File: config.mk
export PLATFORM = sky130hd
export DESIGN_NAME = ssvh_cfg_regs
export DESIGN_NICKNAME = d
export VERILOG_FILES = /design/src/ssvh_pkg.sv /design/src/ssvh_cfg_regs.sv
export SDC_FILE = /design/constraint.sdc
export NUM_CORES = 1
export LEC_CHECK = 0
export BUFFER_PORTS_ARGS = -buffer_cell sky130_fd_sc_hd__buf_4
export CAP_MARGIN = 0
export CORE_MARGIN = 4
export CORE_UTILIZATION = 45
export CTS_CLUSTER_SIZE = 8
export DETAILED_ROUTE_END_ITERATION = 12
export GPL_TIMING_DRIVEN = 0
export PLACE_DENSITY = 0.73
export SLEW_MARGIN = 10
export SYNTH_ARGS = -nofsm -noshare
export SYNTH_HDL_FRONTEND = slang
export SYNTH_SLANG_ARGS = --single-unit
File: constraint.sdc
create_clock -name clk_i -period 0.8 [get_ports clk_i]
set_input_delay 0.04 -clock clk_i [delete_from_list [all_inputs] [get_ports clk_i]]
set_output_delay 0.04 -clock clk_i [all_outputs]
set_load 0.005 [all_outputs]
File: src/ssvh_pkg.sv
// shared types, constants and register codes of the spectral snr voice activity detector
package ssvh_pkg;

  // default sample width of the real and imaginary bin parts
  localparam int unsigned SampleBitsDef = 16;

  // fixed field and state widths
  localparam int unsigned NoiseW   = 32;
  localparam int unsigned AccW     = 42;
  localparam int unsigned BinW     = 11;
  localparam int unsigned RatioW   = 16;
  localparam int unsigned HangW    = 8;
  localparam int unsigned RunW     = 7;
  localparam int unsigned ProdW    = AccW + RatioW;
  localparam int unsigned RegIdxW  = 3;
  localparam int unsigned CfgDataW = 16;
  localparam int unsigned OutDataW = 8;

  // saturation limits
  localparam logic [AccW-1:0] SumMax    = {AccW{1'b1}};
  localparam logic [BinW-1:0] BinCntMax = {BinW{1'b1}};
  localparam logic [RunW-1:0] RunMax    = {RunW{1'b1}};

  // bit positions in the result beat
  localparam int unsigned OutNoiseOnlyBit  = 0;
  localparam int unsigned OutVoiceBit      = 1;
  localparam int unsigned OutInstSpeechBit = 2;
  localparam int unsigned OutRunReadyBit   = 3;

  // configuration register indexes
  typedef enum logic [RegIdxW-1:0] {
    RegSpeechLow   = 3'd0,
    RegSpeechHigh  = 3'd1,
    RegNoiseRatio  = 3'd2,
    RegSpeechRatio = 3'd3,
    RegHangFrames  = 3'd4,
    RegVadEnable   = 3'd5,
    RegNoiseFrames = 3'd6
  } reg_idx_e;

  // configuration register contents
  typedef struct packed {
    logic [BinW-1:0]   speech_bin_low;
    logic [BinW-1:0]   speech_bin_high;
    logic [RatioW-1:0] noise_ratio;
    logic [RatioW-1:0] speech_ratio;
    logic [HangW-1:0]  hangover_frames;
    logic              vad_enable;
    logic [RunW-1:0]   noise_frames_needed;
  } cfg_t;

  // per-bin side information next to the bin power
  typedef struct packed {
    logic in_band;
    logic last;
  } bin_ctl_t;

  // band sums of one finished frame
  typedef struct packed {
    logic [AccW-1:0] tot_obs;
    logic [AccW-1:0] tot_noi;
    logic [AccW-1:0] sp_obs;
    logic [AccW-1:0] sp_noi;
  } frame_sums_t;

endpackage

File: src/ssvh_cfg_regs.sv
// configuration register file of the spectral snr voice activity detector
module ssvh_cfg_regs (
  input  logic                             clk_i,
  input  logic                             rst_ni,
  input  logic                             cfg_we_i,
  input  logic [ssvh_pkg::RegIdxW-1:0]     cfg_addr_i,
  input  logic [ssvh_pkg::CfgDataW-1:0]    cfg_wdata_i,
  output ssvh_pkg::cfg_t                   cfg_o
);
  import ssvh_pkg::*;

  cfg_t cfg_q;

  // register writes, unknown indexes are dropped
  always_ff @(posedge clk_i or negedge rst_ni) begin
    if (!rst_ni) begin
      cfg_q.speech_bin_low      <= BinW'(0);
      cfg_q.speech_bin_high     <= BinW'(1024);
      cfg_q.noise_ratio         <= RatioW'(256);
      cfg_q.speech_ratio        <= RatioW'(512);
      cfg_q.hangover_frames     <= HangW'(16);
      cfg_q.vad_enable          <= 1'b1;
      cfg_q.noise_frames_needed <= RunW'(8);
    end else if (cfg_we_i) begin
      case (reg_idx_e'(cfg_addr_i))
        RegSpeechLow:   cfg_q.speech_bin_low      <= cfg_wdata_i[BinW-1:0];
        RegSpeechHigh:  cfg_q.speech_bin_high     <= cfg_wdata_i[BinW-1:0];
        RegNoiseRatio:  cfg_q.noise_ratio         <= cfg_wdata_i[RatioW-1:0];
        RegSpeechRatio: cfg_q.speech_ratio        <= cfg_wdata_i[RatioW-1:0];
        RegHangFrames:  cfg_q.hangover_frames     <= cfg_wdata_i[HangW-1:0];
        RegVadEnable:   cfg_q.vad_enable          <= cfg_wdata_i[0];
        RegNoiseFrames: cfg_q.noise_frames_needed <= cfg_wdata_i[RunW-1:0];
        default: begin
        end
      endcase
    end
  end

  assign cfg_o = cfg_q;

endmodule

==> impl_metrics.json <==
{
  "grt_pass1_wl_um": 11900,
  "relSlewSlack_pct": 43.1,
  "hold_slack_ns": -0.205,
  "yosysTopAreaCellShare_pct": 60.1,
  "cp.required_ns": 0.76,
  "die_x_um": 84.9,
  "die_y_um": 84.9,
  "final.setup.worst_slack_ns": -0.231,
  "area_growth_pct": 79.2,
  "place_congestion": 0.713,
  "grt_use_met3_pct": 9.42,
  "grt.busiest_layer": "met2",
  "crit_chain": "buf_6",
  "crit_arrival_ns": 0.99,
  "path_clk_slew_ns": 0.07,
  "clock_latency_ns": 0.35,
  "fin_skew_ns": 0,
  "synth_nets": 175,
  "final_cell_area_um2": 4770,
  "first_pass_iters": 4,
  "final_common_cell": "buf_6",
  "fin_crit_ns": 1.03,
  "core_um2": 5610,
  "synth_xor_area_share_pct": 0,
  "crit_family": "flip-flops",
  "via_count": 1933,
  "pin_count": 92,
  "yosysUniqueCellTypes": 11,
  "met1_usage_pct": 26.3,
  "clockRootBuffer": "clkbuf_8",
  "grt_antenna_before_repair": 0,
  "ctsHoldBuffers": 16,
  "grt_overflow": 0,
  "grt_pass1_vias": 2160,
  "hold_viol_final": 64,
  "stdcell_count": 389,
  "synth.area.mux_share_pct": 29.6,
  "cp_max_fo": 2,
  "ys_ff_latch": 70,
  "drv_slew": 0,
  "start_util_pct": 47.5,
  "synth_simple_gate_area_share_pct": 3.01,
  "drive_gt1_share_pct": 72.6,
  "synth_compound_gate_area_share_pct": 0,
  "slowest_delay_ns": 0.55,
  "use_met2_pct": 35.5,
  "rsz0062_at_grt": "true",
  "finalSetupViolations": 113,
  "dp_hpwl_um": 4170,
  "post-route-period-util_pct": 129,
  "crit_type": "reg2out",
  "viasPerCell": 4.97,
  "synth_area_leader_cell": "dfrtp_1",
  "start_kind": "register",
  "num_antenna_cells": 0,
  "final_cell_mix": "buf_6, dfrtp_1, mux2_4",
  "clock-sinks": 70,
  "grt_use_total_pct": 21.5,
  "clock_path_buffers": 2,
  "drtAntennaViolNets": 0,
  "fin_util_pct": 85.1,
  "die_area_um2": 7210,
  "largest_reg_flops": 70,
  "synth_warnings": 0,
  "p_leak_nw": 2.30,
  "max_freq_mhz": 970,
  "syn_inst": 153,
  "drcViolationCount": 0,
  "port_buffers": 91,
  "netlist_area_um2": 2660,
  "ir_drop_mv": 1.94,
  "outcome": "complete, but fails checks",
  "drt-total-wl_um": 7790,
  "cap_violations": 0,
  "cts_buffers": 9,
  "cts_max_level": 3,
  "synth_seq_area_share_pct": 66.0,
  "synth.area.top_cells": "dfrtp_1, mux2_2, dfstp_2, mux2_1, buf_2",
  "cts_tree": "done",
  "critical_path.slowest_cell": "dfstp_2",
  "synth-adder-area-share_pct": 0,
  "holdCritPathClass": "in2async",
  "wl_per_cell_um": 20.0,
  "worst_slew_pin_slew_ns": 0.853,
  "post_dp_cell_area_um2": 3620,
  "drt_iter0_drc": 82,
  "grt_max_degree": 71,
  "dp_cells": 316,
  "synth_top_family_by_area": "multiplexers",
  "p_per_area_nw_per_um2": 2390,
  "rows": 27,
  "worst_setup_path_end_kind": "primary output",
  "cp.buffers_inverters": 1,
  "avgSynthCellArea_um2": 17.4,
  "violations": "hold timing, setup timing",
  "nets": 334,
  "final.fill_count": 276
}
-- per-stage QoR --
stage | setup TNS (ns) | setup slack, ns | total power, W
final | -11.38 | -0.231 | 0.0114
after global routing | -14.85 | -0.266 | 0.0120
after CTS | -10.54 | -0.232 | 0.0112
after detailed placement | -24.70 | -0.527 | 0.00754
after global placement | -23.96 | -0.517 | 0.00747
after floorplan | -7.03 | -0.245 | 0.00587
-- where the power goes --
part / total [W] / switching, W / internal [W]
registers: 0.00504 / 0.000661 / 0.00438
logic: 0.00391 / 0.00100 / 0.00291
clock network: 0.00249 / 0.00128 / 0.00121
total: 0.0114 / 0.00294 / 0.00849
-- what timing repair did --
| item | 4_1_cts | 5_1_grt |
|---|---|---|
| gates cloned | 2 | 1 |
| resized for setup | 96 | 25 |
| buffers inserted | 32 | 8 |
| pin swaps | 1 | 3 |
| hold endpoints to repair | 133 | 64 |
| setup endpoints to repair | 106 | 122 |
-- logic make-up (layout without fill, tap and decap cells) --
family	count (synthesis)	in the layout
DFF	70	70
muxes	70	70
and+or+nand+nor	7	7
buffers and inverters	6	170
-- synth_stat cells --
cell	count
mux2_2	60
dfstp_2	6
nor4bb_1	2
nor4b_2	1
and4bb_2	1
buf_6	1
buf_2	5
mux2_1	10
nand4b_2	1
nand4b_1	2
dfrtp_1	64
-- worst paths after layout --
kind	start	endpoint	slack, ns	depth (start not counted)
min	rst_ni	cfg_o[46]	-0.20	1
max	cfg_o[40]	cfg_o[40]	-0.23	1
max in group asynchronous	rst_ni	cfg_o[47]	0.44	1
min in group clk_i	cfg_we_i	cfg_o[7]	0.10	3
max reg2reg	cfg_o[57]	cfg_o[57]	-0.13	2
min reg2reg	cfg_o[20]	cfg_o[20]	0.53	1
-- final cells by class --
| cell class | count | area (um^2) | share of cell area [%] |
|---|---|---|---|
| Buffer | 5 | 63.8 | 1.34 |
| Timing Repair Buffer | 149 | 1610 | 33.7 |
| Tap cell | 72 | 90.1 | 1.89 |
| Multi-Input combinational cell | 77 | 1090 | 22.9 |
| Clock buffer | 14 | 153 | 3.20 |
| Clock inverter | 2 | 10.0 | 0.210 |
| Sequential cell | 70 | 1760 | 36.8 |
-- per-layer routing --
| metal | wire length (um) | share of wire, % |
|---|---|---|
| met5 | 0 | 0 |
| met4 | 66 | 0.85 |
| met3 | 596 | 7.7 |
| met2 | 3970 | 51 |
| met1 | 3160 | 41 |
No activity file was read; power rests on OpenSTA's default activity.
