$ cat src/ssvh_pkg.sv
// shared types, constants and register codes of the spectral snr voice activity detector
package ssvh_pkg;

  // default sample width of the real and imaginary bin parts
  localparam int unsigned SampleBitsDef = 16;

  // fixed field and state widths
  localparam int unsigned NoiseW   = 32;
  localparam int unsigned AccW     = 42;
  localparam int unsigned BinW     = 11;
  localparam int unsigned RatioW   = 16;
  localparam int unsigned HangW    = 8;
  localparam int unsigned RunW     = 7;
  localparam int unsigned ProdW    = AccW + RatioW;
  localparam int unsigned RegIdxW  = 3;
  localparam int unsigned CfgDataW = 16;
  localparam int unsigned OutDataW = 8;

  // saturation limits
  localparam logic [AccW-1:0] SumMax    = {AccW{1'b1}};
  localparam logic [BinW-1:0] BinCntMax = {BinW{1'b1}};
  localparam logic [RunW-1:0] RunMax    = {RunW{1'b1}};

  // bit positions in the result beat
  localparam int unsigned OutNoiseOnlyBit  = 0;
  localparam int unsigned OutVoiceBit      = 1;
  localparam int unsigned OutInstSpeechBit = 2;
  localparam int unsigned OutRunReadyBit   = 3;

  // configuration register indexes
  typedef enum logic [RegIdxW-1:0] {
    RegSpeechLow   = 3'd0,
    RegSpeechHigh  = 3'd1,
    RegNoiseRatio  = 3'd2,
    RegSpeechRatio = 3'd3,
    RegHangFrames  = 3'd4,
    RegVadEnable   = 3'd5,
    RegNoiseFrames = 3'd6
  } reg_idx_e;

  // configuration register contents
  typedef struct packed {
    logic [BinW-1:0]   speech_bin_low;
    logic [BinW-1:0]   speech_bin_high;
    logic [RatioW-1:0] noise_ratio;
    logic [RatioW-1:0] speech_ratio;
    logic [HangW-1:0]  hangover_frames;
    logic              vad_enable;
    logic [RunW-1:0]   noise_frames_needed;
  } cfg_t;

  // per-bin side information next to the bin power
  typedef struct packed {
    logic in_band;
    logic last;
  } bin_ctl_t;

  // band sums of one finished frame
  typedef struct packed {
    logic [AccW-1:0] tot_obs;
    logic [AccW-1:0] tot_noi;
    logic [AccW-1:0] sp_obs;
    logic [AccW-1:0] sp_noi;
  } frame_sums_t;

endpackage

$ cat src/ssvh_accum.sv
// saturating band power accumulators and end-of-frame snapshot
module ssvh_accum #(
  parameter int unsigned SampleBits = ssvh_pkg::SampleBitsDef,
  localparam int unsigned PowW = 2 * SampleBits
) (
  input  logic                          clk_i,
  input  logic                          rst_ni,
  input  logic                          pw_valid_i,
  output logic                          pw_ready_o,
  input  logic [PowW-1:0]               pw_power_i,
  input  logic [ssvh_pkg::NoiseW-1:0]   pw_noise_i,
  input  ssvh_pkg::bin_ctl_t            pw_ctl_i,
  output logic                          sum_valid_o,
  input  logic                          sum_ready_i,
  output ssvh_pkg::frame_sums_t         sums_o
);
  import ssvh_pkg::*;

  localparam int unsigned ExtW = ((PowW > AccW) ? PowW : AccW) + 1;

  logic [AccW-1:0] tot_obs_q, tot_noi_q, sp_obs_q, sp_noi_q;
  logic [AccW-1:0] tot_obs_d, tot_noi_d, sp_obs_d, sp_noi_d;
  logic            sum_valid_q, sum_valid_d;
  frame_sums_t     sums_q;
  logic            consume, frame_end;

  // add with saturation at the top of the accumulator range
  function automatic logic [AccW-1:0] sat_add(input logic [AccW-1:0] a,
                                              input logic [ExtW-1:0] b);
    logic [ExtW-1:0] s;
    s = ExtW'(a) + b;
    return (s > ExtW'(SumMax)) ? SumMax : s[AccW-1:0];
  endfunction

  assign pw_ready_o = !pw_ctl_i.last || !sum_valid_q || sum_ready_i;
  assign consume    = pw_valid_i && pw_ready_o;
  assign frame_end  = consume && pw_ctl_i.last;

  // updated band sums including the current bin
  always_comb begin
    tot_obs_d = sat_add(tot_obs_q, ExtW'(pw_power_i));
    tot_noi_d = sat_add(tot_noi_q, ExtW'(pw_noise_i));
    sp_obs_d  = sp_obs_q;
    sp_noi_d  = sp_noi_q;
    if (pw_ctl_i.in_band) begin
      sp_obs_d = sat_add(sp_obs_q, ExtW'(pw_power_i));
      sp_noi_d = sat_add(sp_noi_q, ExtW'(pw_noise_i));
    end
  end

  assign sum_valid_d = (sum_valid_q && !sum_ready_i) || frame_end;

  // accumulators, cleared after the last bin of a frame
  always_ff @(posedge clk_i or negedge rst_ni) begin
    if (!rst_ni) begin
      tot_obs_q   <= '0;
      tot_noi_q   <= '0;
      sp_obs_q    <= '0;
      sp_noi_q    <= '0;
      sum_valid_q <= 1'b0;
    end else begin
      sum_valid_q <= sum_valid_d;
      if (consume) begin
        if (pw_ctl_i.last) begin
          tot_obs_q <= '0;
          tot_noi_q <= '0;
          sp_obs_q  <= '0;
          sp_noi_q  <= '0;
        end else begin
          tot_obs_q <= tot_obs_d;
          tot_noi_q <= tot_noi_d;
          sp_obs_q  <= sp_obs_d;
          sp_noi_q  <= sp_noi_d;
        end
      end
    end
  end

  // frame snapshot, empty speech band noise floored at one
  always_ff @(posedge clk_i) begin
    if (frame_end) begin
      sums_q.tot_obs <= tot_obs_d;
      sums_q.tot_noi <= tot_noi_d;
      sums_q.sp_obs  <= sp_obs_d;
      sums_q.sp_noi  <= (sp_noi_d == '0) ? AccW'(1) : sp_noi_d;
    end
  end

  assign sum_valid_o = sum_valid_q;
  assign sums_o      = sums_q;

  // speech band is a subset of the whole band
  a_band_subset: assert property (@(posedge clk_i) disable iff (!rst_ni)
    (sp_noi_q <= tot_noi_q) && (sp_obs_q <= tot_obs_q))
    else $error("speech band sum exceeds total sum");

  // sums start from zero after the frame end
  a_clear_on_end: assert property (@(posedge clk_i) disable iff (!rst_ni)
    frame_end |=> (tot_noi_q == '0) && (sp_obs_q == '0))
    else $error("accumulators not cleared after last bin");

endmodule

$ cat config.mk
export PLATFORM = sky130hd
export DESIGN_NAME = ssvh_accum
export DESIGN_NICKNAME = d
export VERILOG_FILES = /design/src/ssvh_pkg.sv /design/src/ssvh_accum.sv
export SDC_FILE = /design/constraint.sdc
export NUM_CORES = 1
export LEC_CHECK = 0
export BUFFER_PORTS_ARGS = -buffer_cell sky130_fd_sc_hd__buf_4
export CAP_MARGIN = 30
export CELL_PAD_IN_SITES_DETAIL_PLACEMENT = 1
export CELL_PAD_IN_SITES_GLOBAL_PLACEMENT = 1
export CORE_ASPECT_RATIO = 1.2
export CORE_MARGIN = 2
export CORE_UTILIZATION = 25
export CTS_BUF_LIST = sky130_fd_sc_hd__clkbuf_16
export DETAILED_ROUTE_END_ITERATION = 12
export HOLD_SLACK_MARGIN = 0.15
export PLACE_DENSITY_LB_ADDON = 0.1
export SLEW_MARGIN = 40
export SYNTH_ARGS = -nofsm -noshare
export SYNTH_HDL_FRONTEND = slang
export SYNTH_SLANG_ARGS = --single-unit
$ cat constraint.sdc
create_clock -name clk_i -period 9.5 [get_ports clk_i]
set_input_delay 1.9 -clock clk_i [delete_from_list [all_inputs] [get_ports clk_i]]
set_output_delay 1.9 -clock clk_i [all_outputs]
set_load 0.005 [all_outputs]
==> flow_summary_export.csv <==
group,metric,value,unit
cells_and_area,areaGrowthSynthToFinish,21.3,%
drt,wl,76100,µm
sta,period_share,55.7,%
floorplan,initial_core_util,25.2,%
sta,finalHoldViolCount,0,
logic_synthesis,yosysWarningCount,0,
logic_synthesis,synth_ff_type,"dfrtp_1",
cells_and_area,multi_input_area,10500,µm²
setup_path,worstPathArrival,5630,ps
floorplan,die_h,316,µm
sta,setup_viol,0,
cells_and_area,diodes,0,
power_and_ir_drop,p_leak,11.0,nW
floorplan,core.rowCount,114,
clocking,clk_path_buf_depth,3,
power_and_ir_drop,swShare,37.1,%
power_and_ir_drop,pwr-share-seq,34.9,%
setup_path,crit_chain,"buf_4 > ha_1 > inv_1 > fa_1 > nor2b_1 > o31a_1 > o21ai_2 > a2111o_1 > a31o_2 > nand2_1 > nor2_1 > a22o_1 > o2111ai_1 > nor3_1 > a31o_1",
setup_path,path_class,"input pin to flip-flop",
global_routing,grt_max_degree,95,
drt,routedWlPerCell,23.0,µm
sta,finalCriticalPeriod,5290,ps
power_and_ir_drop,switchingPower,0.00226,W
cells_and_area,layout_common_cells,"buf_4, nand2_1, dfrtp_1",
placement,io_buffers,239,
floorplan,fp.dieW,264,µm
global_routing,antenna_found_initial,1,
clocking,insertion_delay,590,ps
drt,ant_nets,0,
sta,max_slew.worst_pin.slew,776,ps
floorplan,core_area,80400,µm²
power_and_ir_drop,cell_internal_pwr,0.00384,W
power_and_ir_drop,p_comb_share,38.8,%
global_routing,grt_pass1_wl,117000,µm
setup_path,crit_slowest_cell,"nand2_1",
cells_and_area,fillers,9129,
power_and_ir_drop,max-vdd-ir-drop,0.115,mV
global_routing,grt_pass1_vias,18473,
sta,final-max-slew-violation-count,0,
power_and_ir_drop,p_clk_share,26.3,%
setup_path,cpPeakStageDelay,580,ps
clocking,cts_made_buffers,45,
logic_synthesis,synth_cell_type_count,90,
clocking,htreeDepth,2,
clocking,cts_tree,"yes",
clocking,post_cts_resized,0,
power_and_ir_drop,p_per_area,248,nW/µm²
drt,drc,0,
setup_path,required,9850,ps
floorplan,die-area,83500,µm²
sta,slew_headroom,48.1,%
floorplan,io_pins,240,
sta,finalSetupTns,0,ps
cells_and_area,fin_nets,2430,
logic_synthesis,async_reset_ff_share,50.1,%
drt,vias,16901,
setup_path,cp_top_family,"compound AO/OA/AOI/OAI gates",
drt,vias_per_cell,5.11,
cells_and_area,final_cells,3307,
clocking,cts-hold-fix-buffers,0,
logic_synthesis,syn-cell-area,20300,µm²
logic_synthesis,ys_ff_latch,337,
clocking,root_buffer,"clkbuf_16",
logic_synthesis,synth_nets,2219,
placement,dp.cells,3223,
sta,rsz0062_at_grt,"false",
drt,firstDrtPassIters,4,
placement,dp.final_hpwl,55100,µm
global_routing,grt_usage,18.2,%
clocking,clk_pin_slew_worst_paths,60,ps
logic_synthesis,syn_avg_cell_area,10.1,µm²
setup_path,worstPathMaxFanout,12,
cells_and_area,utilization,30.6,%
hold_path,min_path_type,"flip-flop to flip-flop",
setup_path,end_kind,"flip-flop",
cells_and_area,ff_latch_area,9270,µm²
setup_path,critPathBufInv,2,
flow_run,cap_violations,0,
drt,drt_iter0_drc,776,
logic_synthesis,synth_edf_count,168,
cells_and_area,drive_above_1_share,16.1,%
logic_synthesis,synthCells,2017,
cells_and_area,final_common_cell,"buf_4",
setup_path,start_kind,"input pin",
global_routing,overflow,0,
placement,gp_congestion,0.826,
sta,skew,20.7,ps
run_status,outcome,"completed",
clocking,post-cts-setup-buffers,0,
logic_synthesis,synth-seq-area-share,45.7,%
sta,max_freq,189,MHz
clocking,cts_sinks,337,
## flip-flops by register name, indices dropped and copies added, names as in the netlist
name / count
sums_o: 168
sp_noi_q: 42
sp_obs_q: 42
tot_noi_q: 42
tot_obs_q: 42
sum_valid_o: 1
## through the flow
stage          hold slack, ps  instance area (µm²)  setup slack [ps]  total power, W
2_1_floorplan             471                20300              1600         0.00369
3_3_place_gp              492                23200              3250         0.00449
3_5_place_dp              499                23200              3560         0.00452
4_1_cts                   516                24600              4200         0.00620
5_1_grt                   530                24600              3890         0.00653
6_report                  508                24600              4210         0.00609
## Yosys cell counts, types with 5 or more instances
master	n	area share (%)
edfxtp_1	168	25
o31ai_1	5	0.18
a21oi_1	163	4.0
a211oi_1	17	0.63
a31o_2	7	0.30
nor2_1	149	2.8
a31oi_1	52	1.6
and3_1	31	0.96
xnor2_1	64	2.8
a311oi_1	8	0.35
and4_1	12	0.52
o2111ai_1	5	0.22
o21ai_0	94	2.3
a21o_1	77	2.8
nor3_1	38	0.94
nor3b_1	5	0.18
a211o_1	5	0.22
inv_1	51	0.94
or3_1	10	0.31
a22o_1	121	5.2
o22a_1	19	0.82
o21bai_1	18	0.67
nand4_1	21	0.65
nor4_1	9	0.28
and2_1	16	0.49
dfrtp_1	169	21
xor2_1	56	2.4
nand2b_1	19	0.59
or2_2	7	0.22
nor2b_1	12	0.37
nand3_1	35	0.86
o211a_1	5	0.25
buf_4	5	0.18
o211ai_1	9	0.33
ha_1	128	7.9
a21boi_0	10	0.37
clkbuf_1	74	1.4
o21a_1	21	0.78
o21ai_1	20	0.49
buf_2	12	0.30
nand2_1	182	3.4
## power groups by stage
stage / clock network [W] / registers [W] / logic [W]
6_report: 0.00160 / 0.00212 / 0.00237
5_1_grt: 0.00172 / 0.00216 / 0.00265
4_1_cts: 0.00168 / 0.00213 / 0.00240
3_5_place_dp: 0 / 0.00215 / 0.00238
3_3_place_gp: 0 / 0.00216 / 0.00234
2_1_floorplan: 0 / 0.00210 / 0.00158
## worst paths after layout
kind                          startpoint             to  slack, ps  depth (start not counted)
setup / recovery           pw_noise_i[0]      sums_o[0]       4210                         15
hold / removal             tot_obs_q[18]  tot_obs_q[18]        510                          1
setup reg to reg             sp_noi_q[0]      sums_o[0]       5120                         14
hold reg to reg            tot_obs_q[18]  tot_obs_q[18]        510                          1
max in group asynchronous         rst_ni   sp_obs_q[11]       7240                          2
min in group asynchronous         rst_ni   sp_noi_q[10]       1230                          1
## final cells by class
type / count / area share [%]
multi-input cells: 1536 / 42.6
inverters: 52 / 0.823
repair buffers: 256 / 8.07
clock inverters: 37 / 0.925
flip-flops and latches: 337 / 37.7
well taps: 1044 / 5.31
clock buffers: 45 / 4.57
## per-layer routing
metal | routed length, µm | track usage, % | share of wire, %
met1 | 32100 | 21.6 | 42
met2 | 39800 | 34.2 | 52
met3 | 2480 | 2.67 | 3.3
met4 | 1690 | 4.55 | 2.2
met5 | 0 | 0 | 0
## kinds of logic after synthesis
kind of cell             count (synthesis)  share of synthesized area [%]
AO/OA/AOI/OAI                          710                           24.2
XOR/XNOR                               120                           5.18
adder cells (fa/ha/maj)                132                           8.29
buffers and inverters                  144                           2.83
flip-flops                             337                           45.7
multiplexers                             5                          0.253
AND/OR/NAND/NOR                        569                           13.5
Note: power is estimated with default switching activity, not from simulation.
