==> src/ssvh_pkg.sv <==
// shared types, constants and register codes of the spectral snr voice activity detector
package ssvh_pkg;

  // default sample width of the real and imaginary bin parts
  localparam int unsigned SampleBitsDef = 16;

  // fixed field and state widths
  localparam int unsigned NoiseW   = 32;
  localparam int unsigned AccW     = 42;
  localparam int unsigned BinW     = 11;
  localparam int unsigned RatioW   = 16;
  localparam int unsigned HangW    = 8;
  localparam int unsigned RunW     = 7;
  localparam int unsigned ProdW    = AccW + RatioW;
  localparam int unsigned RegIdxW  = 3;
  localparam int unsigned CfgDataW = 16;
  localparam int unsigned OutDataW = 8;

  // saturation limits
  localparam logic [AccW-1:0] SumMax    = {AccW{1'b1}};
  localparam logic [BinW-1:0] BinCntMax = {BinW{1'b1}};
  localparam logic [RunW-1:0] RunMax    = {RunW{1'b1}};

  // bit positions in the result beat
  localparam int unsigned OutNoiseOnlyBit  = 0;
  localparam int unsigned OutVoiceBit      = 1;
  localparam int unsigned OutInstSpeechBit = 2;
  localparam int unsigned OutRunReadyBit   = 3;

  // configuration register indexes
  typedef enum logic [RegIdxW-1:0] {
    RegSpeechLow   = 3'd0,
    RegSpeechHigh  = 3'd1,
    RegNoiseRatio  = 3'd2,
    RegSpeechRatio = 3'd3,
    RegHangFrames  = 3'd4,
    RegVadEnable   = 3'd5,
    RegNoiseFrames = 3'd6
  } reg_idx_e;

  // configuration register contents
  typedef struct packed {
    logic [BinW-1:0]   speech_bin_low;
    logic [BinW-1:0]   speech_bin_high;
    logic [RatioW-1:0] noise_ratio;
    logic [RatioW-1:0] speech_ratio;
    logic [HangW-1:0]  hangover_frames;
    logic              vad_enable;
    logic [RunW-1:0]   noise_frames_needed;
  } cfg_t;

  // per-bin side information next to the bin power
  typedef struct packed {
    logic in_band;
    logic last;
  } bin_ctl_t;

  // band sums of one finished frame
  typedef struct packed {
    logic [AccW-1:0] tot_obs;
    logic [AccW-1:0] tot_noi;
    logic [AccW-1:0] sp_obs;
    logic [AccW-1:0] sp_noi;
  } frame_sums_t;

endpackage

==> src/ssvh_bin_power.sv <==
// input register, bin power squaring, noise floor and speech band tagging
module ssvh_bin_power #(
  parameter int unsigned SampleBits = ssvh_pkg::SampleBitsDef,
  localparam int unsigned InDataW =
    ((2 * SampleBits + ssvh_pkg::NoiseW + 7) / 8) * 8,
  localparam int unsigned PowW = 2 * SampleBits
) (
  input  logic                          clk_i,
  input  logic                          rst_ni,
  input  ssvh_pkg::cfg_t                cfg_i,
  input  logic                          s_valid_i,
  output logic                          s_ready_o,
  input  logic [InDataW-1:0]            s_data_i,
  input  logic                          s_last_i,
  output logic                          pw_valid_o,
  input  logic                          pw_ready_i,
  output logic [PowW-1:0]               pw_power_o,
  output logic [ssvh_pkg::NoiseW-1:0]   pw_noise_o,
  output ssvh_pkg::bin_ctl_t            pw_ctl_o
);
  import ssvh_pkg::*;

  logic                  in_valid_q;
  logic [SampleBits-1:0] re_q, im_q;
  logic [NoiseW-1:0]     noise_q;
  logic                  last_q;

  logic                  pw_valid_q;
  logic [PowW-1:0]       pow_q;
  logic [NoiseW-1:0]     noi_q;
  bin_ctl_t              ctl_q;

  logic [BinW-1:0]       bin_cnt_q, bin_cnt_d;

  logic                  pw_free, in_move, in_fire;
  logic [SampleBits-1:0] re_mag, im_mag;
  logic [PowW-1:0]       re_sq, im_sq, pow_d;
  logic [NoiseW-1:0]     noi_d;
  logic                  in_band;

  // stage handshakes
  assign pw_free   = !pw_valid_q || pw_ready_i;
  assign in_move   = in_valid_q && pw_free;
  assign s_ready_o = !in_valid_q || pw_free;
  assign in_fire   = s_valid_i && s_ready_o;

  // magnitude, squares and floored noise
  always_comb begin
    re_mag  = re_q[SampleBits-1] ? (~re_q + SampleBits'(1)) : re_q;
    im_mag  = im_q[SampleBits-1] ? (~im_q + SampleBits'(1)) : im_q;
    re_sq   = PowW'(re_mag) * PowW'(re_mag);
    im_sq   = PowW'(im_mag) * PowW'(im_mag);
    pow_d   = re_sq + im_sq;
    noi_d   = (noise_q == '0) ? NoiseW'(1) : noise_q;
    in_band = (bin_cnt_q >= cfg_i.speech_bin_low) && (bin_cnt_q <= cfg_i.speech_bin_high);
  end

  // bin index of the next bin, back to one after the last bin
  always_comb begin
    bin_cnt_d = bin_cnt_q;
    if (in_move) begin
      if (last_q) begin
        bin_cnt_d = BinW'(1);
      end else if (bin_cnt_q != BinCntMax) begin
        bin_cnt_d = bin_cnt_q + BinW'(1);
      end
    end
  end

  // control state
  always_ff @(posedge clk_i or negedge rst_ni) begin
    if (!rst_ni) begin
      in_valid_q <= 1'b0;
      pw_valid_q <= 1'b0;
      bin_cnt_q  <= BinW'(1);
    end else begin
      if (s_ready_o) begin
        in_valid_q <= s_valid_i;
      end
      if (pw_free) begin
        pw_valid_q <= in_valid_q;
      end
      bin_cnt_q <= bin_cnt_d;
    end
  end

  // payload registers
  always_ff @(posedge clk_i) begin
    if (in_fire) begin
      re_q    <= s_data_i[SampleBits-1:0];
      im_q    <= s_data_i[2*SampleBits-1:SampleBits];
      noise_q <= s_data_i[2*SampleBits+NoiseW-1:2*SampleBits];
      last_q  <= s_last_i;
    end
    if (in_move) begin
      pow_q         <= pow_d;
      noi_q         <= noi_d;
      ctl_q.in_band <= in_band;
      ctl_q.last    <= last_q;
    end
  end

  assign pw_valid_o = pw_valid_q;
  assign pw_power_o = pow_q;
  assign pw_noise_o = noi_q;
  assign pw_ctl_o   = ctl_q;

  // bin index never reaches zero
  a_bin_cnt_nonzero: assert property (@(posedge clk_i) disable iff (!rst_ni)
    bin_cnt_q != '0)
    else $error("bin counter reached zero");

endmodule

==> config.mk <==
export PLATFORM = sky130hd
export DESIGN_NAME = ssvh_bin_power
export DESIGN_NICKNAME = d
export VERILOG_FILES = /design/src/ssvh_pkg.sv /design/src/ssvh_bin_power.sv
export SDC_FILE = /design/constraint.sdc
export NUM_CORES = 1
export LEC_CHECK = 0
export BUFFER_PORTS_ARGS = -buffer_cell sky130_fd_sc_hd__buf_2
export CORE_UTILIZATION = 53
export CTS_CLUSTER_SIZE = 40
export DETAILED_ROUTE_END_ITERATION = 10
export PLACE_DENSITY = 0.73
export RECOVER_POWER = 25
export SLEW_MARGIN = 10
export SYNTH_ARGS = -nofsm -noshare
export SYNTH_HDL_FRONTEND = slang
export SYNTH_SLANG_ARGS = --single-unit
==> constraint.sdc <==
create_clock -name clk_i -period 26.9 [get_ports clk_i]
set_clock_uncertainty 0.15 [all_clocks]
set_input_delay 4.035 -clock clk_i [delete_from_list [all_inputs] [get_ports clk_i]]
set_output_delay 4.035 -clock clk_i [all_outputs]
set_load 0.1 [all_outputs]
==> results of run 1 <==
[stage by stage]
step                      instances  area (sq um)  setup slack [ns]   util
after global placement         2599         21600             16.87  0.576
after floorplan                1964         20300             17.86      -
after global routing           2632         22200             15.88  0.590
after detailed placement       2599         21600             16.64  0.576
final                          2633         22200             16.42  0.590
after CTS                      2631         22200             16.59  0.590
[sequential cells by signal (all words and copies together), names as in the netlist]
| register | cells |
|---|---|
| pw_noise_o | 32 |
| in_valid_q | 1 |
| pw_ctl_o | 2 |
| pw_valid_o | 1 |
| bin_cnt_q | 11 |
| noise_q | 32 |
| im_q | 16 |
| re_q | 16 |
| pw_power_o | 32 |
| last_q | 1 |
[layer usage]
| metal | global-route usage | routed length, microns |
|---|---|---|
| met3 | 0.0353 | 2340 |
| met5 | 0 | 0 |
| met4 | 0.105 | 1660 |
| met1 | 0.313 | 17400 |
| met2 | 0.446 | 24100 |
[worst max-delay path: cells and delay by family, from the launching register on]
family | cells | cell delay [ns]
compound gates | 6 | 2.12
xor+xnor | 1 | 0.55
simple gates | 7 | 1.02
fa+ha+maj | 10 | 4.45
buf+inv | 7 | 1.31
flops | 1 | 0.58
[kinds of logic after synthesis]
kind of cell / Yosys count / share of synthesized area
AOI/OAI and AO/OA: 140 / 0.0471
and+or+nand+nor: 382 / 0.0825
muxes: 2 / 0.00105
adders and majority gates: 598 / 0.513
buffers and inverters: 597 / 0.111
DFF: 144 / 0.211
xor gates and xnor gates: 77 / 0.0334
other: 2 / 0.000372
[how the worst min path moves through the flow]
| stage | cells after the start | endpoint | start |
|---|---|---|---|
| 4_1_cts | 0 | pw_noise_o[7]$_SDFFCE_PN0P_ | noise_q[7]$_DFFE_PP_ |
| 3_5_place_dp | 0 | pw_noise_o[7]$_SDFFCE_PN0P_ | noise_q[7]$_DFFE_PP_ |
| 6_report | 0 | pw_noise_o[7]$_SDFFCE_PN0P_ | noise_q[7]$_DFFE_PP_ |
| 2_1_floorplan | 0 | pw_ctl_o[0]$_DFFE_PP_ | last_q$_DFFE_PP_ |
| 3_3_place_gp | 0 | pw_noise_o[12]$_SDFFCE_PN0P_ | noise_q[12]$_DFFE_PP_ |
| 5_1_grt | 0 | pw_noise_o[7]$_SDFFCE_PN0P_ | noise_q[7]$_DFFE_PP_ |
[synth_stat cells (all sizes together) (7+ instances only)]
cell and count:
edfxtp 131, nand2b 13, a21oi 31, clkinv 9, nor4 12, nor2 160, fa 383, xnor2 45
clkbuf 52, nand2 138, nand4 7, o21ai 32, inv 535, xor2 32, nand3 15, ha 215
or3 10, o21bai 11, a21o 17, dfrtp 12
[area by class of cell]
type | count | share of cell area
tap | 511 | 0.0288
multi-input combinational | 1223 | 0.621
clock inverter | 14 | 0.00474
inverter | 544 | 0.0921
sequential | 144 | 0.192
timing repair buffer | 177 | 0.0420
antenna | 2 | 0.000226
clock buffer | 18 | 0.0194
==> summary.md, run 1 <==
| Metric | Value |
|---|---|
| Multi-input logic area | 13800 sq um |
| Outcome | complete, no violations |
| CTS tree | done |
| First-pass GRT wire length | 75200 microns |
| Synth area leader | fa_1 |
| WP data arrival | 10.52 ns |
| Reg2Reg Setup Slack | 16.42 ns |
| Vias | 13742 |
| Worst Path Max Fanout | 12 |
| Mapped cell area | 20200 sq um |
| RR Startpoint | re_q[0]$_DFFE_PP_ |
| RSZ-0062 raised after global routing | no |
| Crit path capture | pw_power_o[30]$_DFFE_PP_ |
| Worst hold slack | 0.269 ns |
| CTS root buffer | clkbuf_16 |
| CP most frequent cell | fa_1 |
| Crit path launch type | flip-flop |
| Reg2Reg Capture Point | pw_power_o[30]$_DFFE_PP_ |
| Post-layout min period | 10.48 ns |
| CP Capture Type | flip-flop |
| Clock slew at reported path FFs | 0.09 ns |
| Top post-synthesis cells by area | fa_1 (38%), edfxtp_1 (19%), ha_1 (13%) |
| Initial antenna violation count | 1 |
| Final Hold Fails | 0 |
| Post-synth EDFFs | 131 |
| Req. time, crit path | 26.94 ns |
| Post-synthesis sequential area ratio | 0.211 |
| DR iter-0 viols | 802 |
| Placer Congestion | 0.954 |
| Clk sink count | 144 |
| CP max stage cell | edfxtp_1 |
| Worst r2r path cells | 31 |
| Max Clk Rate | 95.4 MHz |
| Syn Inst Count | 1942 |
| Share of cells above drive strength 1 | 0.109 |
| Mean post-synth cell area | 10.4 sq um |
| Core area | 37600 sq um |
| Die W | 197 microns |
| Unique cell type count in the Yosys netlist | 62 |
| Final wirelength | 45500 microns |
| Number of nets in the layout | 2844 |
| # IOs | 207 |
| Chip height | 197 microns |
| Worst Hold Class | flip-flop to flip-flop |
| Avg Vias per Cell | 5.22 |
| Number of buffers created by CTS | 17 |
| Antenna viol nets, final | 0 |
| Slowest cell delay on critical path | 0.58 ns |
| Most frequent cells in the layout | inv_1 (531), fa_1 (383), ha_1 (215) |
| Critical path origin | re_q[0]$_DFFE_PP_ |
| Clk Latency, worst-skew pair | 0.46 ns |
| Maxcap violations | 0 |
| Layout Area Growth over Synthesis | 9.85% |
| Post-CTS Setup Inserts | 0 |
| Worst slew margin | 0.200 |
| Grt ovf | 0 |
| Top FF cell, synth | edfxtp_1 |
| Measured slew at the worst slew-check pin | 1.20 ns |
| # fillers | 3172 |
| Flops & latches, synth | 144 |
| Post-synth ARST share | 0.0903 |
| Dpl hpwl | 38100 microns |
| CTS Hold Buffers Added | 0 |
| DRC Markers | 0 |
| Initial Utilization | 0.537 |
| Storage cell area | 4260 sq um |
| Post-Route Setup TNS | 0 ns |
| Yosys top cell area share | 0.380 |
| Port bufs | 158 |
| Die ar. | 38900 sq um |
| Largest net degree at the start of global routing | 67 |
| Clock Path Buffers | 2 |
| Slew Viols, Final | 0 |
| Final setup vio count | 0 |
| H-tree levels | 4 |
| DR pass1 iterations | 5 |
| CTS resizes | 0 |
| Vias in the first global route | 15182 |
| Kind of critical path | flip-flop to flip-flop |
| Synthesis Warnings | 0 |
| Rows | 71 |
| Commonest non-fill, non-tap cell in the layout | inv_1 |
| GR Util All Layers | 0.253 |
| Final period utilization | 0.390 |
| Drt wl/cell | 17.3 microns |
Power of run 1 is left out: the tool's default activity adds up to more than one toggle a clock period on the data nets, which glitch-free logic cannot reach.
==> inputs of run 2 (changes only) <==
- ABC_AREA: default -> 1
- PLACE_DENSITY: 0.73 -> 0.76
- clock period: 26.9 -> 9.6 ns (I/O delays scaled with it)
==> summary.md, run 2 <==
| Metric | Value |
|---|---|
| Initial antenna violation count | 4 |
| Final Hold Fails | 0 |
| Dpl hpwl | 41100 microns |
| Drt wl/cell | 16.8 microns |
| Crit path buf inv count | 8 |
| Slew Viols, Final | 0 |
| Rows | 72 |
| Worst r2r path cells | 29 |
| DR iter-0 viols | 859 |
| Layout Area Growth over Synthesis | 9.48% |
| CTS root buffer | clkbuf_16 |
| CP Capture Type | flip-flop |
| WP data arrival | 9.00 ns |
| Post-synth EDFFs | 131 |
| Post-synthesis sequential area ratio | 0.203 |
| Initial Utilization | 0.540 |
| CP most frequent cell | fa_1 |
| Antenna viol nets, final | 0 |
| Mean post-synth cell area | 9.55 sq um |
| Kind of critical path | flip-flop to flip-flop |
| CTS tree | done |
| Clock slew at reported path FFs | 0.08 ns |
| Chip height | 201 microns |
| Post-Route Setup TNS | 0 ns |
| Outcome | complete, no violations |
| Clk sink count | 144 |
| Top-count cell post-synth | inv_1 |
| Hold_sp | noise_q[5]$_DFFE_PP_ |
| Slowest cell delay on critical path | 0.55 ns |
| Clk Latency, worst-skew pair | 0.47 ns |
| RSZ-0062 raised after global routing | no |
| Synth top cells by count | inv_1 (632), fa_1 (383), nand2_1 (284) |
| Placed inst area | 22300 sq um |
| First-pass GRT wire length | 79800 microns |
| # IOs | 207 |
| Largest delay share family, worst path | adder cells |
| Vias in the first global route | 16425 |
| Vias | 14902 |
| Avg Vias per Cell | 5.17 |
| CTS resizes | 0 |
| Final wirelength | 48400 microns |
| Maxcap violations | 0 |
| Crit path launch type | flip-flop |
| WHS Path Cells | 0 |
| Synth area leader | fa_1 |
| Die W | 201 microns |
| Worst Path Max Fanout | 9 |
| Largest net degree at the start of global routing | 68 |
| CTS Hold Buffers Added | 0 |
| Clock Path Buffers | 2 |
| Yosys top cell area share | 0.366 |
| Number of buffers created by CTS | 17 |
| Post-layout min period | 8.93 ns |
| Commonest non-fill, non-tap cell in the layout | inv_1 |
| Unique cell type count in the Yosys netlist | 49 |
| Mapped cell area | 21000 sq um |
| Final period utilization | 0.931 |
| Finished Cell Area | 22900 sq um |
| GR Util All Layers | 0.256 |
| WHS Endpoint | pw_noise_o[5]$_SDFFCE_PN0P_ |
| Die ar. | 40300 sq um |
| DR pass1 iterations | 8 |
| Placer Congestion | 0.927 |
| Reg2Reg Capture Point | pw_power_o[26]$_DFFE_PP_ |
| Max Clk Rate | 112 MHz |
| Worst Hold Class | flip-flop to flip-flop |
| Most frequent cells in the layout | inv_1 (630), fa_1 (383), nand2_1 (284) |
| Share of cells above drive strength 1 | 0.118 |
| Worst slew margin | 0.410 |
| Measured slew at the worst slew-check pin | 0.885 ns |
| DRC Markers | 0 |
| H-tree levels | 4 |
| # fillers | 3183 |
| Syn Inst Count | 2194 |
| Top FF cell, synth | edfxtp_1 |
| Synthesis Warnings | 0 |
| RR Startpoint | re_q[0]$_DFFE_PP_ |
| Core area | 38800 sq um |
| Flops & latches, synth | 144 |
| Number of nets in the layout | 3088 |
| Post-CTS Setup Inserts | 0 |
| Req. time, crit path | 9.67 ns |
| Post-synth ARST share | 0.0903 |
| Grt ovf | 0 |
| Final setup vio count | 0 |
| Reg2Reg Setup Slack | 0.67 ns |
| Port bufs | 158 |
| CP max stage cell | fa_1 |
| Top post-synthesis cells by area | fa_1 (37%), edfxtp_1 (19%), ha_1 (13%) |
run 2: cell types whose count changed after synthesis, moves of 12 or more:
| cell | change |
|---|---|
| nand4_1 | +13 |
| clkbuf_1 | -12 |
| nand3_1 | +30 |
| a21o_1 | -12 |
| xnor2_1 | -34 |
| o21ai_0 | +13 |
| nand2_2 | +14 |
| nand2_1 | +147 |
| inv_1 | +101 |
| nand2b_1 | -12 |
| a21oi_1 | +18 |
run 2: logic make-up after synthesis:
logic type / synth area share
buffers and inverters: 0.129
other: 0.000358
AO/OA/AOI/OAI: 0.0356
AND/OR/NAND/NOR: 0.118
XOR/XNOR: 0.0188
flip-flops: 0.203
adder cells (fa/ha/maj): 0.494
run 2: layer usage:
metal / track usage / routed length [microns] / vias up
met5: 0 / 0 / -
li1: - / - / 6832
met1: 0.302 / 17800 / 7408
met4: 0.125 / 2320 / 0
met2: 0.447 / 24900 / 523
met3: 0.0497 / 3380 / 139
run 2: cell type report:
cell class              instances  area, sq um  area share
multi-input cells            1365        14100       0.613
flip-flops and latches        144         4260       0.186
inverters                     649         2440       0.106
repair buffers                174          906      0.0395
well taps                     518          648      0.0283
clock buffers                  17          425      0.0185
clock inverters                15          184     0.00802
diodes                          3         7.51    0.000327
run 2: worst max-delay path by stage:
stage                            startpoint                       end  slack, ns  depth (start not counted)
final                     re_q[0]$_DFFE_PP_  pw_power_o[26]$_DFFE_PP_       0.67                         29
after global routing      re_q[0]$_DFFE_PP_  pw_power_o[26]$_DFFE_PP_       0.25                         29
after CTS                 im_q[0]$_DFFE_PP_  pw_power_o[26]$_DFFE_PP_       0.80                         30
after detailed placement  im_q[0]$_DFFE_PP_  pw_power_o[26]$_DFFE_PP_       0.86                         33
after global placement    im_q[0]$_DFFE_PP_  pw_power_o[31]$_DFFE_PP_       0.88                         31
after floorplan           re_q[0]$_DFFE_PP_  pw_power_o[20]$_DFFE_PP_       1.87                         30
run 2: per-stage QoR:
step                      utilization  worst slack [ns]  hold slack [ns]  std cells
after floorplan                     -              1.87            0.329       2216
after global placement          0.575             0.882            0.280       2850
after detailed placement        0.575             0.865            0.286       2850
after CTS                       0.591             0.799            0.290       2882
after global routing            0.591             0.247            0.301       2885
final                           0.591             0.665            0.292       2885
Power of run 2 is left out for the same reason.
==> inputs of run 3 (changes only) <==
- CORE_UTILIZATION: 53 -> 40
- CTS_BUF_LIST: default -> sky130_fd_sc_hd__clkbuf_8
- GPL_ROUTABILITY_DRIVEN: default -> 0
- PLACE_DENSITY: 0.76 -> default
==> summary.md, run 3 (synthesized netlist as in run 2, its figures left out) <==
| Metric | Value |
|---|---|
| H-tree levels | 4 |
| Layout Area Growth over Synthesis | 9.55% |
| Largest delay share family, worst path | adder cells |
| Initial antenna violation count | 2 |
| Avg Vias per Cell | 4.81 |
| Clock Path Buffers | 2 |
| Slew Viols, Final | 0 |
| CP Capture Type | flip-flop |
| Final Hold Fails | 0 |
| Kind of critical path | flip-flop to flip-flop |
| Core area | 51500 sq um |
| Final setup vio count | 0 |
| Most frequent cells in the layout | inv_1 (630), fa_1 (383), nand2_1 (284) |
| DRC Markers | 0 |
| CTS resizes | 0 |
| Clock slew at reported path FFs | 0.11 ns |
| Worst Path Max Fanout | 13 |
| Share of cells above drive strength 1 | 0.118 |
| Post-layout min period | 8.83 ns |
| Initial Utilization | 0.407 |
| Number of buffers created by CTS | 17 |
| Number of nets in the layout | 3089 |
| Clk Latency, worst-skew pair | 0.55 ns |
| # fillers | 5044 |
| Final period utilization | 0.920 |
| Maxcap violations | 0 |
| Max Clk Rate | 113 MHz |
| Post-CTS Setup Inserts | 0 |
| CP most frequent cell | fa_1 |
| Grt ovf | 0 |
| Chip height | 231 microns |
| Rows | 83 |
| Crit path launch type | flip-flop |
| GR Util All Layers | 0.194 |
| DR iter-0 viols | 788 |
| Critical path origin | re_q[0]$_DFFE_PP_ |
| Measured slew at the worst slew-check pin | 0.871 ns |
| Clk sink count | 144 |
| Post-Route Setup TNS | 0 ns |
| WP data arrival | 8.98 ns |
| Outcome | complete, no violations |
| Commonest non-fill, non-tap cell in the layout | inv_1 |
| Drt wl/cell | 16.0 microns |
| Die W | 231 microns |
| Dpl hpwl | 42200 microns |
| Layout Utilization | 0.446 |
| Port bufs | 158 |
| Worst slew margin | 0.419 |
| Hold_sp | noise_q[20]$_DFFE_PP_ |
| # IOs | 207 |
| CTS root buffer | clkbuf_8 |
| CTS Hold Buffers Added | 0 |
| Largest net degree at the start of global routing | 68 |
| First-pass GRT wire length | 79500 microns |
| Antenna viol nets, final | 0 |
| Req. time, crit path | 9.75 ns |
| Crit path buf inv count | 8 |
| Vias in the first global route | 15898 |
| RR Startpoint | re_q[0]$_DFFE_PP_ |
| CP max stage cell | fa_1 |
| Slowest cell delay on critical path | 0.57 ns |
| RSZ-0062 raised after global routing | no |
| Final wirelength | 48700 microns |
| Vias | 14659 |
| Worst Hold Class | flip-flop to flip-flop |
| Die ar. | 53300 sq um |
| CTS tree | done |
| DR pass1 iterations | 7 |
run 3: cell count changes in the layout (fill, tap and decap cells not counted):
cell       change
diode_2        -2
clkbuf_1       +2
inv_6          +3
buf_2          -2
clkinv_4       -2
clkinv_8       +1
inv_8          -2
clkbuf_8      +17
buf_4          +1
clkbuf_16     -17
run 3: final cells by class:
type,count,area [sq um],area share
Sequential cell,144,4260,0.186
Antenna cell,1,2.50,0.000109
Tap cell,680,851,0.0371
Multi-Input combinational cell,1365,14100,0.613
Clock buffer,17,234,0.0102
Clock inverter,15,186,0.00812
Timing Repair Buffer,175,911,0.0397
Inverter,649,2440,0.106
run 3: metal layers:
layer | vias to the layer above | global-route usage | part of all wire
li1 | 6830 | - | -
met2 | 385 | 0.350 | 0.53
met5 | - | 0 | 0
met1 | 7369 | 0.233 | 0.40
met4 | 0 | 0.0631 | 0.025
met3 | 75 | 0.0336 | 0.052
run 3: path summary, 6_finish.rpt:
kind | end | slack, ns | depth (start not counted)
max | pw_power_o[31]$_DFFE_PP_ | 0.77 | 32
min reg2reg | pw_noise_o[20]$_SDFFCE_PN0P_ | 0.30 | 0
max reg2reg | pw_power_o[31]$_DFFE_PP_ | 0.77 | 32
min | pw_noise_o[20]$_SDFFCE_PN0P_ | 0.30 | 0
max in group asynchronous | bin_cnt_q[3]$_DFFE_PN0P_ | 8.03 | 1
min in group asynchronous | bin_cnt_q[1]$_DFFE_PN0P_ | 0.77 | 1
run 3: metrics by stage:
step	setup slack (ns)	area, sq um	cells	hold slack [ns]
2_1_floorplan	1.87	21000	2216	0.329
3_3_place_gp	1.04	22500	3013	0.281
3_5_place_dp	0.935	22500	3013	0.286
4_1_cts	0.863	23000	3045	0.296
5_1_grt	0.240	23000	3046	0.305
6_report	0.772	23000	3046	0.298
Power of run 3 is left out for the same reason.
